===== config.mk =====
export PLATFORM = sky130hd
export DESIGN_NAME = xor_value_bit_packer_unit_flat
export DESIGN_NICKNAME = d
export VERILOG_FILES = /design/src/rtl/core/xvbp_pkg.sv /design/src/rtl/core/xvbp_in_if.sv /design/src/rtl/core/xvbp_out_if.sv /design/src/rtl/core/xvbp_encoder.sv /design/src/rtl/core/xvbp_drain.sv /design/src/rtl/core/xor_value_bit_packer_unit.sv /design/src/flat_wrapper.sv
export SDC_FILE = /design/constraint.sdc
export NUM_CORES = 1
export LEC_CHECK = 0
export ABC_AREA = 1
export BUFFER_PORTS_ARGS = -buffer_cell sky130_fd_sc_hd__buf_2
export CORE_ASPECT_RATIO = 1.5
export CORE_UTILIZATION = 40
export DETAILED_ROUTE_END_ITERATION = 12
export GPL_TIMING_DRIVEN = 0
export PLACE_DENSITY = 0.55
export SYNTH_ARGS = -nofsm -noshare
export SYNTH_HDL_FRONTEND = slang
export SYNTH_SLANG_ARGS = --single-unit

===== constraint.sdc =====
create_clock -name clk -period 10.2 [get_ports clk]
set_input_delay 1.02 -clock clk [delete_from_list [all_inputs] [get_ports clk]]
set_output_delay 1.02 -clock clk [all_outputs]
set_load 0.01 [all_outputs]

===== src/rtl/core/xvbp_pkg.sv =====
package xvbp_pkg;

    localparam int unsigned VALUE_W   = 64;
    localparam int unsigned STRLEN_W  = 32;
    localparam int unsigned PAYLOAD_W = 79;   // tag, flag, two 6-bit fields, 64 value bits
    localparam int unsigned STREAM_W  = 88;   // room for eleven bytes
    localparam int unsigned LEN_W     = 7;
    localparam int unsigned NBYTES_W  = 4;

    localparam logic [1:0] KIND_DOUBLE  = 2'd0;
    localparam logic [1:0] KIND_INTEGER = 2'd1;
    localparam logic [1:0] KIND_STRING  = 2'd2;

    typedef struct packed {
        logic [1:0]          kind;
        logic [VALUE_W-1:0]  value_bits;
        logic [STRLEN_W-1:0] string_length;
        logic                end_of_block;
    } item_t;

    typedef struct packed {
        logic [VALUE_W-1:0] prev_float_bits;
        logic [VALUE_W-1:0] prev_integer;
        logic               first_pending;
        logic [7:0]         partial_byte;
        logic [2:0]         partial_count;
    } state_t;

    typedef struct packed {
        logic [STREAM_W-1:0] stream;
        logic [NBYTES_W-1:0] nbytes;
        logic                end_of_block;
    } load_t;

endpackage


===== src/rtl/core/xvbp_in_if.sv =====
interface xvbp_in_if;
    import xvbp_pkg::*;

    logic                valid;
    logic                ready;
    logic [1:0]          kind;
    logic [VALUE_W-1:0]  value_bits;
    logic [STRLEN_W-1:0] string_length;
    logic                end_of_block;

    modport source (output valid, kind, value_bits, string_length, end_of_block, input ready);
    modport sink   (input valid, kind, value_bits, string_length, end_of_block, output ready);
endinterface


===== src/rtl/core/xvbp_out_if.sv =====
interface xvbp_out_if;
    logic       valid;
    logic       ready;
    logic [7:0] out_byte;
    logic       run_last;
    logic       block_done;

    modport source (output valid, out_byte, run_last, block_done, input ready);
    modport sink   (input valid, out_byte, run_last, block_done, output ready);
endinterface


===== src/rtl/core/xvbp_encoder.sv =====
module xvbp_encoder (
    input  xvbp_pkg::item_t  item,
    input  xvbp_pkg::state_t state,
    output xvbp_pkg::load_t  load,
    output xvbp_pkg::state_t next_state
);
    import xvbp_pkg::*;

    function automatic logic [3:0] clz8(input logic [7:0] x);
        logic [3:0] n;
        logic       found;
        n     = 4'd8;
        found = 1'b0;
        for (int i = 7; i >= 0; i--)
        begin
            if (!found && x[i])
            begin
                n     = 4'(7 - i);
                found = 1'b1;
            end
        end
        return n;
    endfunction

    // Leading zeros of a 64-bit word: per-byte counts, then the first non-zero byte wins.
    function automatic logic [6:0] clz64(input logic [63:0] x);
        logic [6:0] n;
        logic [3:0] sub;
        n = 7'd64;
        for (int b = 7; b >= 0; b--)
        begin
            sub = clz8(x[63 - 8*b -: 8]);
            if (x[63 - 8*b -: 8] != 8'd0)
            begin
                n = 7'(8*b) + 7'(sub);
            end
        end
        return n;
    endfunction

    function automatic logic [63:0] reverse64(input logic [63:0] x);
        logic [63:0] r;
        for (int i = 0; i < 64; i++)
        begin
            r[i] = x[63 - i];
        end
        return r;
    endfunction

    logic [VALUE_W-1:0]   xor_val;
    logic [6:0]           lead;
    logic [6:0]           trail;
    logic [6:0]           mlen;
    logic [VALUE_W-1:0]   mbits;
    logic [PAYLOAD_W-1:0] payload;
    logic [LEN_W-1:0]     len;
    logic [LEN_W-1:0]     total;
    logic [STREAM_W-1:0]  stream;
    logic [3:0]           full;

    assign xor_val = item.value_bits ^
                     ((item.kind == KIND_INTEGER) ? state.prev_integer : state.prev_float_bits);
    assign lead  = clz64(xor_val);
    assign trail = clz64(reverse64(xor_val));
    assign mlen  = 7'd64 - lead - trail;
    assign mbits = xor_val >> trail;

    always_comb
    begin
        payload    = '0;
        len        = '0;
        next_state = state;
        unique case (item.kind)
            KIND_DOUBLE, KIND_INTEGER:
            begin
                // Tag is written high bit first: its high bit lands at stream bit 0.
                payload[1] = (item.kind == KIND_INTEGER);
                next_state.first_pending = 1'b0;
                if (item.kind == KIND_INTEGER)
                begin
                    next_state.prev_integer = item.value_bits;
                end
                else
                begin
                    next_state.prev_float_bits = item.value_bits;
                end
                if (state.first_pending)
                begin
                    payload[65:2] = item.value_bits;
                    len           = 7'd66;
                    if (item.kind == KIND_INTEGER)
                    begin
                        next_state.prev_float_bits = '0;
                    end
                    else
                    begin
                        next_state.prev_integer = '0;
                    end
                end
                else if (xor_val == '0)
                begin
                    len = 7'd3;
                end
                else
                begin
                    payload[2]     = 1'b1;
                    payload[8:3]   = lead[5:0];
                    payload[14:9]  = mlen[5:0];
                    payload[78:15] = mbits;
                    len            = 7'd15 + mlen;
                end
            end
            KIND_STRING:
            begin
                payload[0]    = 1'b1;
                payload[33:2] = item.string_length;
                len           = 7'd34;
                if (state.first_pending)
                begin
                    next_state.prev_float_bits = '0;
                    next_state.prev_integer    = '0;
                    next_state.first_pending   = 1'b0;
                end
            end
            default:
            begin
                len = '0;
            end
        endcase

        // Bits of the partial byte above its count are always zero, so a plain OR merges.
        stream = (STREAM_W'(payload) << state.partial_count) | STREAM_W'(state.partial_byte);
        total  = LEN_W'(state.partial_count) + len;
        full   = total[6:3];

        next_state.partial_byte  = 8'(stream >> {full, 3'b000});
        next_state.partial_count = total[2:0];

        if (item.end_of_block)
        begin
            next_state.prev_float_bits = '0;
            next_state.prev_integer    = '0;
            next_state.first_pending   = 1'b1;
            next_state.partial_byte    = '0;
            next_state.partial_count   = '0;
        end

        load.stream       = stream;
        load.nbytes       = full + NBYTES_W'(item.end_of_block && (total[2:0] != 3'd0));
        load.end_of_block = item.end_of_block;
    end

endmodule


===== src/rtl/core/xvbp_drain.sv =====
module xvbp_drain (
    input  logic            clk,
    input  logic            rst_n,
    input  logic            load_en,
    input  xvbp_pkg::load_t load,
    output logic            can_load,
    xvbp_out_if.source      stream_ch
);
    import xvbp_pkg::*;

    logic [STREAM_W-1:0] buf_reg;
    logic [STREAM_W-1:0] buf_next;
    logic [NBYTES_W-1:0] cnt_reg;
    logic [NBYTES_W-1:0] cnt_next;
    logic                eob_reg;
    logic                eob_next;
    logic                pop;

    assign pop      = stream_ch.valid && stream_ch.ready;
    assign can_load = (cnt_reg == '0) || ((cnt_reg == NBYTES_W'(1)) && stream_ch.ready);

    assign stream_ch.valid      = (cnt_reg != '0);
    assign stream_ch.out_byte   = buf_reg[7:0];
    assign stream_ch.run_last   = (cnt_reg == NBYTES_W'(1));
    assign stream_ch.block_done = (cnt_reg == NBYTES_W'(1)) && eob_reg;

    always_comb
    begin
        buf_next = buf_reg;
        cnt_next = cnt_reg;
        eob_next = eob_reg;
        if (load_en)
        begin
            buf_next = load.stream;
            cnt_next = load.nbytes;
            eob_next = load.end_of_block;
        end
        else if (pop)
        begin
            buf_next = buf_reg >> 8;
            cnt_next = cnt_reg - NBYTES_W'(1);
        end
    end

    always_ff @(posedge clk or negedge rst_n)
    begin
        if (!rst_n)
        begin
            cnt_reg <= '0;
            eob_reg <= 1'b0;
        end
        else
        begin
            cnt_reg <= cnt_next;
            eob_reg <= eob_next;
        end
    end

    always_ff @(posedge clk)
    begin
        buf_reg <= buf_next;
    end

endmodule


===== src/rtl/core/xor_value_bit_packer_unit.sv =====
// Channel    Dir  Word
// value_ch   in   kind, value_bits, string_length, end_of_block
// stream_ch  out  out_byte, run_last, block_done
//
// One value word is encoded in a single pass between the input register and an
// eleven-byte output buffer, which then drains one byte per cycle while stream_ch is ready. A word
// yields up to 10 bytes, or 11 when it also flushes a partial byte.
// Words producing no byte pass through without waiting for the buffer.
// Reset (asynchronous, active low) empties both registers and restarts the block.
// A stalled output holds the buffer; one further word waits in the input register.
module xor_value_bit_packer_unit (
    input  logic       clk,
    input  logic       rst_n,
    xvbp_in_if.sink    value_ch,
    xvbp_out_if.source stream_ch
);
    import xvbp_pkg::*;

    item_t  item_reg;
    logic   hold_reg;
    state_t state_reg;
    state_t state_next;
    load_t  load;
    logic   can_load;
    logic   advance;

    xvbp_encoder u_encoder (
        .item       (item_reg),
        .state      (state_reg),
        .load       (load),
        .next_state (state_next)
    );

    assign advance        = hold_reg && (can_load || (load.nbytes == '0));
    assign value_ch.ready = !hold_reg || advance;

    xvbp_drain u_drain (
        .clk       (clk),
        .rst_n     (rst_n),
        .load_en   (advance && (load.nbytes != '0)),
        .load      (load),
        .can_load  (can_load),
        .stream_ch (stream_ch)
    );

    always_ff @(posedge clk or negedge rst_n)
    begin
        if (!rst_n)
        begin
            hold_reg                  <= 1'b0;
            state_reg.prev_float_bits <= '0;
            state_reg.prev_integer    <= '0;
            state_reg.first_pending   <= 1'b1;
            state_reg.partial_byte    <= '0;
            state_reg.partial_count   <= '0;
        end
        else
        begin
            if (value_ch.ready)
            begin
                hold_reg <= value_ch.valid;
            end
            if (advance)
            begin
                state_reg <= state_next;
            end
        end
    end

    always_ff @(posedge clk)
    begin
        if (value_ch.ready && value_ch.valid)
        begin
            item_reg.kind          <= value_ch.kind;
            item_reg.value_bits    <= value_ch.value_bits;
            item_reg.string_length <= value_ch.string_length;
            item_reg.end_of_block  <= value_ch.end_of_block;
        end
    end

endmodule


===== src/flat_wrapper.sv =====
// flat-port wrapper written by rule: the top's interface ports become plain ports
module xor_value_bit_packer_unit_flat import xvbp_pkg::*;
  (clk, rst_n, value_ch_valid, value_ch_kind, value_ch_value_bits, value_ch_string_length, value_ch_end_of_block, value_ch_ready, stream_ch_valid, stream_ch_out_byte, stream_ch_run_last, stream_ch_block_done, stream_ch_ready);
  xvbp_in_if value_ch_i ();
  xvbp_out_if stream_ch_i ();
  input  logic clk;
  input  logic rst_n;
  input wire logic [$bits(value_ch_i.valid)-1:0] value_ch_valid;
  input wire logic [$bits(value_ch_i.kind)-1:0] value_ch_kind;
  input wire logic [$bits(value_ch_i.value_bits)-1:0] value_ch_value_bits;
  input wire logic [$bits(value_ch_i.string_length)-1:0] value_ch_string_length;
  input wire logic [$bits(value_ch_i.end_of_block)-1:0] value_ch_end_of_block;
  output wire logic [$bits(value_ch_i.ready)-1:0] value_ch_ready;
  output wire logic [$bits(stream_ch_i.valid)-1:0] stream_ch_valid;
  output wire logic [$bits(stream_ch_i.out_byte)-1:0] stream_ch_out_byte;
  output wire logic [$bits(stream_ch_i.run_last)-1:0] stream_ch_run_last;
  output wire logic [$bits(stream_ch_i.block_done)-1:0] stream_ch_block_done;
  input wire logic [$bits(stream_ch_i.ready)-1:0] stream_ch_ready;
  assign value_ch_i.valid = value_ch_valid;
  assign value_ch_i.kind = value_ch_kind;
  assign value_ch_i.value_bits = value_ch_value_bits;
  assign value_ch_i.string_length = value_ch_string_length;
  assign value_ch_i.end_of_block = value_ch_end_of_block;
  assign value_ch_ready = value_ch_i.ready;
  assign stream_ch_valid = stream_ch_i.valid;
  assign stream_ch_out_byte = stream_ch_i.out_byte;
  assign stream_ch_run_last = stream_ch_i.run_last;
  assign stream_ch_block_done = stream_ch_i.block_done;
  assign stream_ch_i.ready = stream_ch_ready;
  xor_value_bit_packer_unit u_core (.clk(clk), .rst_n(rst_n), .value_ch(value_ch_i), .stream_ch(stream_ch_i));
endmodule

==> results.json, run 1 <==
{
  "outcome": "finished, final reports clean",
  "crit_path_start_kind": "flip-flop",
  "ys_seq_area_share_pct": 34.52,
  "setup.worst_path.start": "u_core.item_reg[97]$_DFFE_PP_",
  "worstMarginPinSlew_ns": 1.369,
  "core_area_um2": 65760,
  "synth_fp_nets": 4148,
  "multiInputGateArea_um2": 15030,
  "crit_path_frequent_cell": "nand2_1",
  "cts_tree": "done",
  "setup.worst_path.end": "value_ch_ready",
  "grt_pass1_vias": 29340,
  "hp-class": "in -> async",
  "wl_mm": 136.4,
  "synthCells": 4024,
  "die_w_um": 212.9,
  "fin_skew_ns": 0.02225,
  "synth_largest_area_cell": "edfxtp_1",
  "synth_seq_cells": 331,
  "use_met3_pct": 7.535,
  "dp_hpwl_mm": 111.6,
  "worstPathArrival_ns": 8.85,
  "synth_top_area_share_pct": 20.82,
  "synth_ff_type": "edfxtp_1",
  "final_area_um2": 29750,
  "antenna_found_initial": 9,
  "setup-tns-final_ns": 0,
  "netlist_top_cells_area": "edfxtp_1, nand3_1, nand2_1",
  "worst_setup_path_end_kind": "output port",
  "synthArstFlopShare_pct": 44.11,
  "pre_cts_ws_ns": -0.5530,
  "rows": 115,
  "rsz0062_at_grt": "no",
  "first_pass_iters": 6,
  "regToRegStartpoint": "u_core.item_reg[97]$_DFFE_PP_",
  "synthMostInstantiatedCell": "nand2_1",
  "drive_above_1_share_pct": 7.844,
  "hold_viol": 0,
  "max_freq_mhz": 101.3,
  "rr_endpoint": "u_core.u_drain.buf_reg[8]$_DFFE_PP_",
  "path_clk_slew_ns": 0.06,
  "dieArea_um2": 67770,
  "route.detailed.drc": 0,
  "grt_pass1_wl_mm": 194.5,
  "largest_register_ffs": 140,
  "wl_per_cell_um": 26.82,
  "syn_area_um2": 26680,
  "synth_area_per_cell_um2": 6.631,
  "syn_to_final_growth_pct": 11.51,
  "path_max_fanout": 10,
  "rr_worst_depth": 41,
  "grt_util_met1_pct": 39.99,
  "grt_util_met2_pct": 66.65,
  "post-place-cells": 5018,
  "routed_via_density": 5.880,
  "seq_area_um2": 9210,
  "worst-r2r-setup-slack_ns": 0.36,
  "final_cells": 5087,
  "maxSlewViolCount": 0,
  "drtAntennaViolNets": 0,
  "drt-initial-drc-count": 2513,
  "io_buffers": 114,
  "io_pins": 115,
  "worstSetupPathType": "reg -> out",
  "slew_headroom_pct": 8.729,
  "cts_sinks": 331,
  "yosys_warnings": 0,
  "min_period_ns": 9.869,
  "grtUsageTotal_pct": 40.07,
  "synth-edff-count": 185,
  "worstPathRequired_ns": 9.18,
  "overflow": 0,
  "clock_path_buffers": 3,
  "chipHeight_um": 318.3,
  "max_cap_viol_count": 0,
  "cts_buffers": 37,
  "synth_commonest_cells": "nand2_1, nand3_1, o21ai_0",
  "finalCritPeriodShare_pct": 96.75,
  "setup_viol": 0,
  "fillerInstances": 7253,
  "h-tree-depth": 2,
  "final_nets": 4303,
  "cts-root-buf": "clkbuf_16",
  "synthDistinctLibCells": 61,
  "final.setup.worst_slack_ns": 0.3311,
  "grt_max_degree": 100,
  "initial_utilization_pct": 40.58,
  "gp_congestion": 1.085,
  "slowest_delay_ns": 1.11,
  "dr_total_vias": 29910,
  "place_area_um2": 28460,
  "clk-insertion-delay-late_ns": 0.60,
  "slowest_stage": "a2111oi_0",
  "grt-busiest-layer": "met2"
}
## repair_timing
item,4_1_cts,5_1_grt
hold buffers,0,0
setup buffers,0,2
resized for setup,8,7
setup endpoints to repair,387,387
## final cells by class
cell class	instances	share of cell area, %
Antenna cell	3	0.02523
Buffer	272	4.512
Clock buffer	51	3.495
Clock inverter	16	0.6644
Inverter	302	3.852
Multi-Input combinational cell	3116	50.53
Sequential cell	331	30.95
Tap cell	877	3.688
Timing Repair Buffer	119	2.279
## metal layers
metal | vias up | part of all wire (%)
met1 | 13950 | 34
met4 | 8 | 13
met3 | 605 | 5.8
met5 | - | 0.040
met2 | 1295 | 47
li1 | 14050 | -
## how the worst min path moves through the flow
stage | start | end
6_report | rst_n | u_core.state_reg[57]$_DFFE_PN0P_
5_1_grt | rst_n | u_core.state_reg[63]$_DFFE_PN0P_
4_1_cts | rst_n | u_core.state_reg[68]$_DFFE_PN0P_
3_5_place_dp | u_core.u_drain.eob_reg$_DFFE_PN0P_ | u_core.u_drain.eob_reg$_DFFE_PN0P_
3_3_place_gp | u_core.state_reg[3]$_DFFE_PN0P_ | u_core.state_reg[3]$_DFFE_PN0P_
2_1_floorplan | u_core.state_reg[3]$_DFFE_PN0P_ | u_core.state_reg[3]$_DFFE_PN0P_
## kinds of logic after synthesis
group	count (synthesis)	synth area share (%)
AND/OR/NAND/NOR	2318	38.03
AO/OA/AOI/OAI	741	15.72
buffers and inverters	577	9.327
flip-flops	331	34.52
XOR/XNOR	33	1.252
adder cells (fa/ha/maj)	21	1.041
multiplexers	3	0.1125
## critical path: cells and delay by family, from the launching register on
kind	cells	cell delay, ns
buf+inv	11	1.80
xor+xnor	1	0.19
simple gates	16	2.94
compound gates	3	1.39
fa+ha+maj	5	1.49
flops	1	0.42
## metrics by stage
step	utilization, %	hold slack, ns
4_1_cts	45.17	0.3452
2_1_floorplan	-	0.4432
6_report	45.25	0.3143
3_3_place_gp	43.11	0.4662
5_1_grt	45.24	0.3597
3_5_place_dp	43.27	0.4681
## cell usage in the layout, fill, tap and decap left out, drive strengths merged, types with 2 or more instances in the layout
cell	synthesis	routed
a22oi	64	64
or2	5	5
fa	2	2
o21a	49	49
xor2	23	23
dfrtp	145	145
mux2i	3	3
o21ai	486	486
o22ai	3	3
bufinv	0	4
o211ai	21	21
nor3b	2	2
nand4	23	23
clkinvlp	0	2
o21bai	9	9
diode	0	3
nor3	14	14
nand3b	2	2
edfxtp	185	185
clkbuf	147	197
a31oi	7	7
nor2	212	212
buf	128	245
inv	298	299
o31ai	2	2
xnor2	10	10
a221oi	8	8
nand3	972	972
nand2	1086	1086
a21oi	81	81
ha	19	19
clkinv	4	13
Power of run 1 is left out: the tool's default activity adds up to more than one toggle a clock period on the data nets, which glitch-free logic cannot reach.
==> run 2: changes to the inputs <==
--- a/config.mk
+++ b/config.mk
@@ -7,7 +7,7 @@
 export LEC_CHECK = 0
 export ABC_AREA = 1
 export BUFFER_PORTS_ARGS = -buffer_cell sky130_fd_sc_hd__buf_2
-export CORE_ASPECT_RATIO = 1.5
+export CORE_ASPECT_RATIO = 0.75
 export CORE_UTILIZATION = 40
 export DETAILED_ROUTE_END_ITERATION = 12
 export GPL_TIMING_DRIVEN = 0
==> results.json, run 2 (synthesis results as in run 1) <==
{
  "antenna_found_initial": 2,
  "cp.buffers_inverters": 13,
  "worstPathArrival_ns": 8.76,
  "hold_viol": 0,
  "fillerInstances": 7028,
  "drtAntennaViolNets": 0,
  "slowest_stage": "edfxtp_1",
  "clk-insertion-delay-late_ns": 0.59,
  "core_area_um2": 65570,
  "route.detailed.drc": 0,
  "dp_hpwl_mm": 108.2,
  "post-place-cells": 5013,
  "final_common_cell": "nand2_1",
  "slew_headroom_pct": 8.720,
  "rsz0062_at_grt": "no",
  "slowest_delay_ns": 0.50,
  "clock_path_buffers": 3,
  "cts_tree": "done",
  "multiInputGateArea_um2": 15020,
  "seq_area_um2": 9210,
  "cts-root-buf": "clkbuf_16",
  "path_max_fanout": 10,
  "worstMarginPinSlew_ns": 1.364,
  "final_cells": 5079,
  "gp_congestion": 1.054,
  "maxSlewViolCount": 0,
  "overflow": 0,
  "syn_to_final_growth_pct": 11.08,
  "whs_ns": 0.3626,
  "crit_path_frequent_cell": "nand2_1",
  "finalCritPeriodShare_pct": 95.93,
  "crit_path_start_kind": "flip-flop",
  "first_pass_iters": 7,
  "initial_utilization_pct": 40.69,
  "io_buffers": 114,
  "drt-initial-drc-count": 5076,
  "fin_util_pct": 45.20,
  "grt_pass1_wl_mm": 190.4,
  "chipHeight_um": 225.7,
  "wl_mm": 131.6,
  "grtUsageTotal_pct": 38.56,
  "worstSetupPathType": "reg -> out",
  "io_pins": 115,
  "max_cap_viol_count": 0,
  "routed_via_density": 6.087,
  "largest_register_ffs": 140,
  "path_clk_slew_ns": 0.06,
  "grt_pass1_vias": 27910,
  "dr_total_vias": 30910,
  "drive_above_1_share_pct": 7.654,
  "worst_setup_path_end_kind": "output port",
  "wl_per_cell_um": 25.92,
  "setup_viol": 0,
  "die_w_um": 300.2,
  "rows": 81,
  "outcome": "finished, final reports clean",
  "hp-class": "in -> async",
  "max_freq_mhz": 102.2,
  "crit_family": "simple AND/OR/NAND/NOR gates",
  "layout_common_cells": "nand2_1, nand3_1, o21ai_0",
  "fin_skew_ns": 0.01810,
  "cts_sinks": 331,
  "h-tree-depth": 2,
  "dieArea_um2": 67760,
  "grt_max_degree": 95,
  "cts_buffers": 37,
  "min_period_ns": 9.785,
  "worstPathRequired_ns": 9.18,
  "final_nets": 4302
}
==> run 2: path summary, 6_finish.rpt <==
check | from | to | slack [ns] | depth (start not counted)
worst max-delay path | u_core.item_reg[98]$_DFFE_PP_ | value_ch_ready | 0.42 | 37
worst min-delay path | rst_n | u_core.state_reg[57]$_DFFE_PN0P_ | 0.36 | 1
worst max register to register | u_core.item_reg[98]$_DFFE_PP_ | u_core.u_drain.buf_reg[35]$_DFFE_PP_ | 0.48 | 43
worst min register to register | u_core.state_reg[3]$_DFFE_PN0P_ | u_core.state_reg[3]$_DFFE_PN0P_ | 0.50 | 2
max in group asynchronous | rst_n | u_core.u_drain.cnt_reg[0]$_DFFE_PN0P_ | 8.84 | 2
min in group clk | u_core.state_reg[3]$_DFFE_PN0P_ | u_core.state_reg[3]$_DFFE_PN0P_ | 0.50 | 2
==> run 2: layer usage <==
layer	GRT usage (%)	wire length, µm	vias to the layer above
li1	-	-	14040
met1	61.59	62720	14810
met4	9.151	3239	2
met5	0	8	-
met2	48.00	46940	1926
met3	12.19	18750	144
==> run 2: final cells by class <==
type / instances / area share, %
sequential: 331 / 31.07
tap: 871 / 3.677
clock inverter: 17 / 0.3799
inverter: 302 / 3.867
buffer: 271 / 4.534
multi-input combinational: 3116 / 50.68
timing repair buffer: 119 / 2.297
clock buffer: 51 / 3.479
antenna: 1 / 0.008443
==> run 2: stage by stage <==
step                worst slack (ns)  setup TNS [ns]  cell area [µm²]
floorplan                      1.449               0            26680
global placement              -2.947         -572.60            28340
detailed placement           -0.8124          -80.14            28460
CTS                           0.1846               0            29610
global route                 0.09100               0            29640
finish                        0.4154               0            29640
==> run 2: timing repair <==
item,CTS,global route
hold buffers,0,0
cloned,0,0
setup buffers,0,1
setup endpoints to repair,380,164
resized for setup,9,9
Power of run 2 is left out for the same reason.
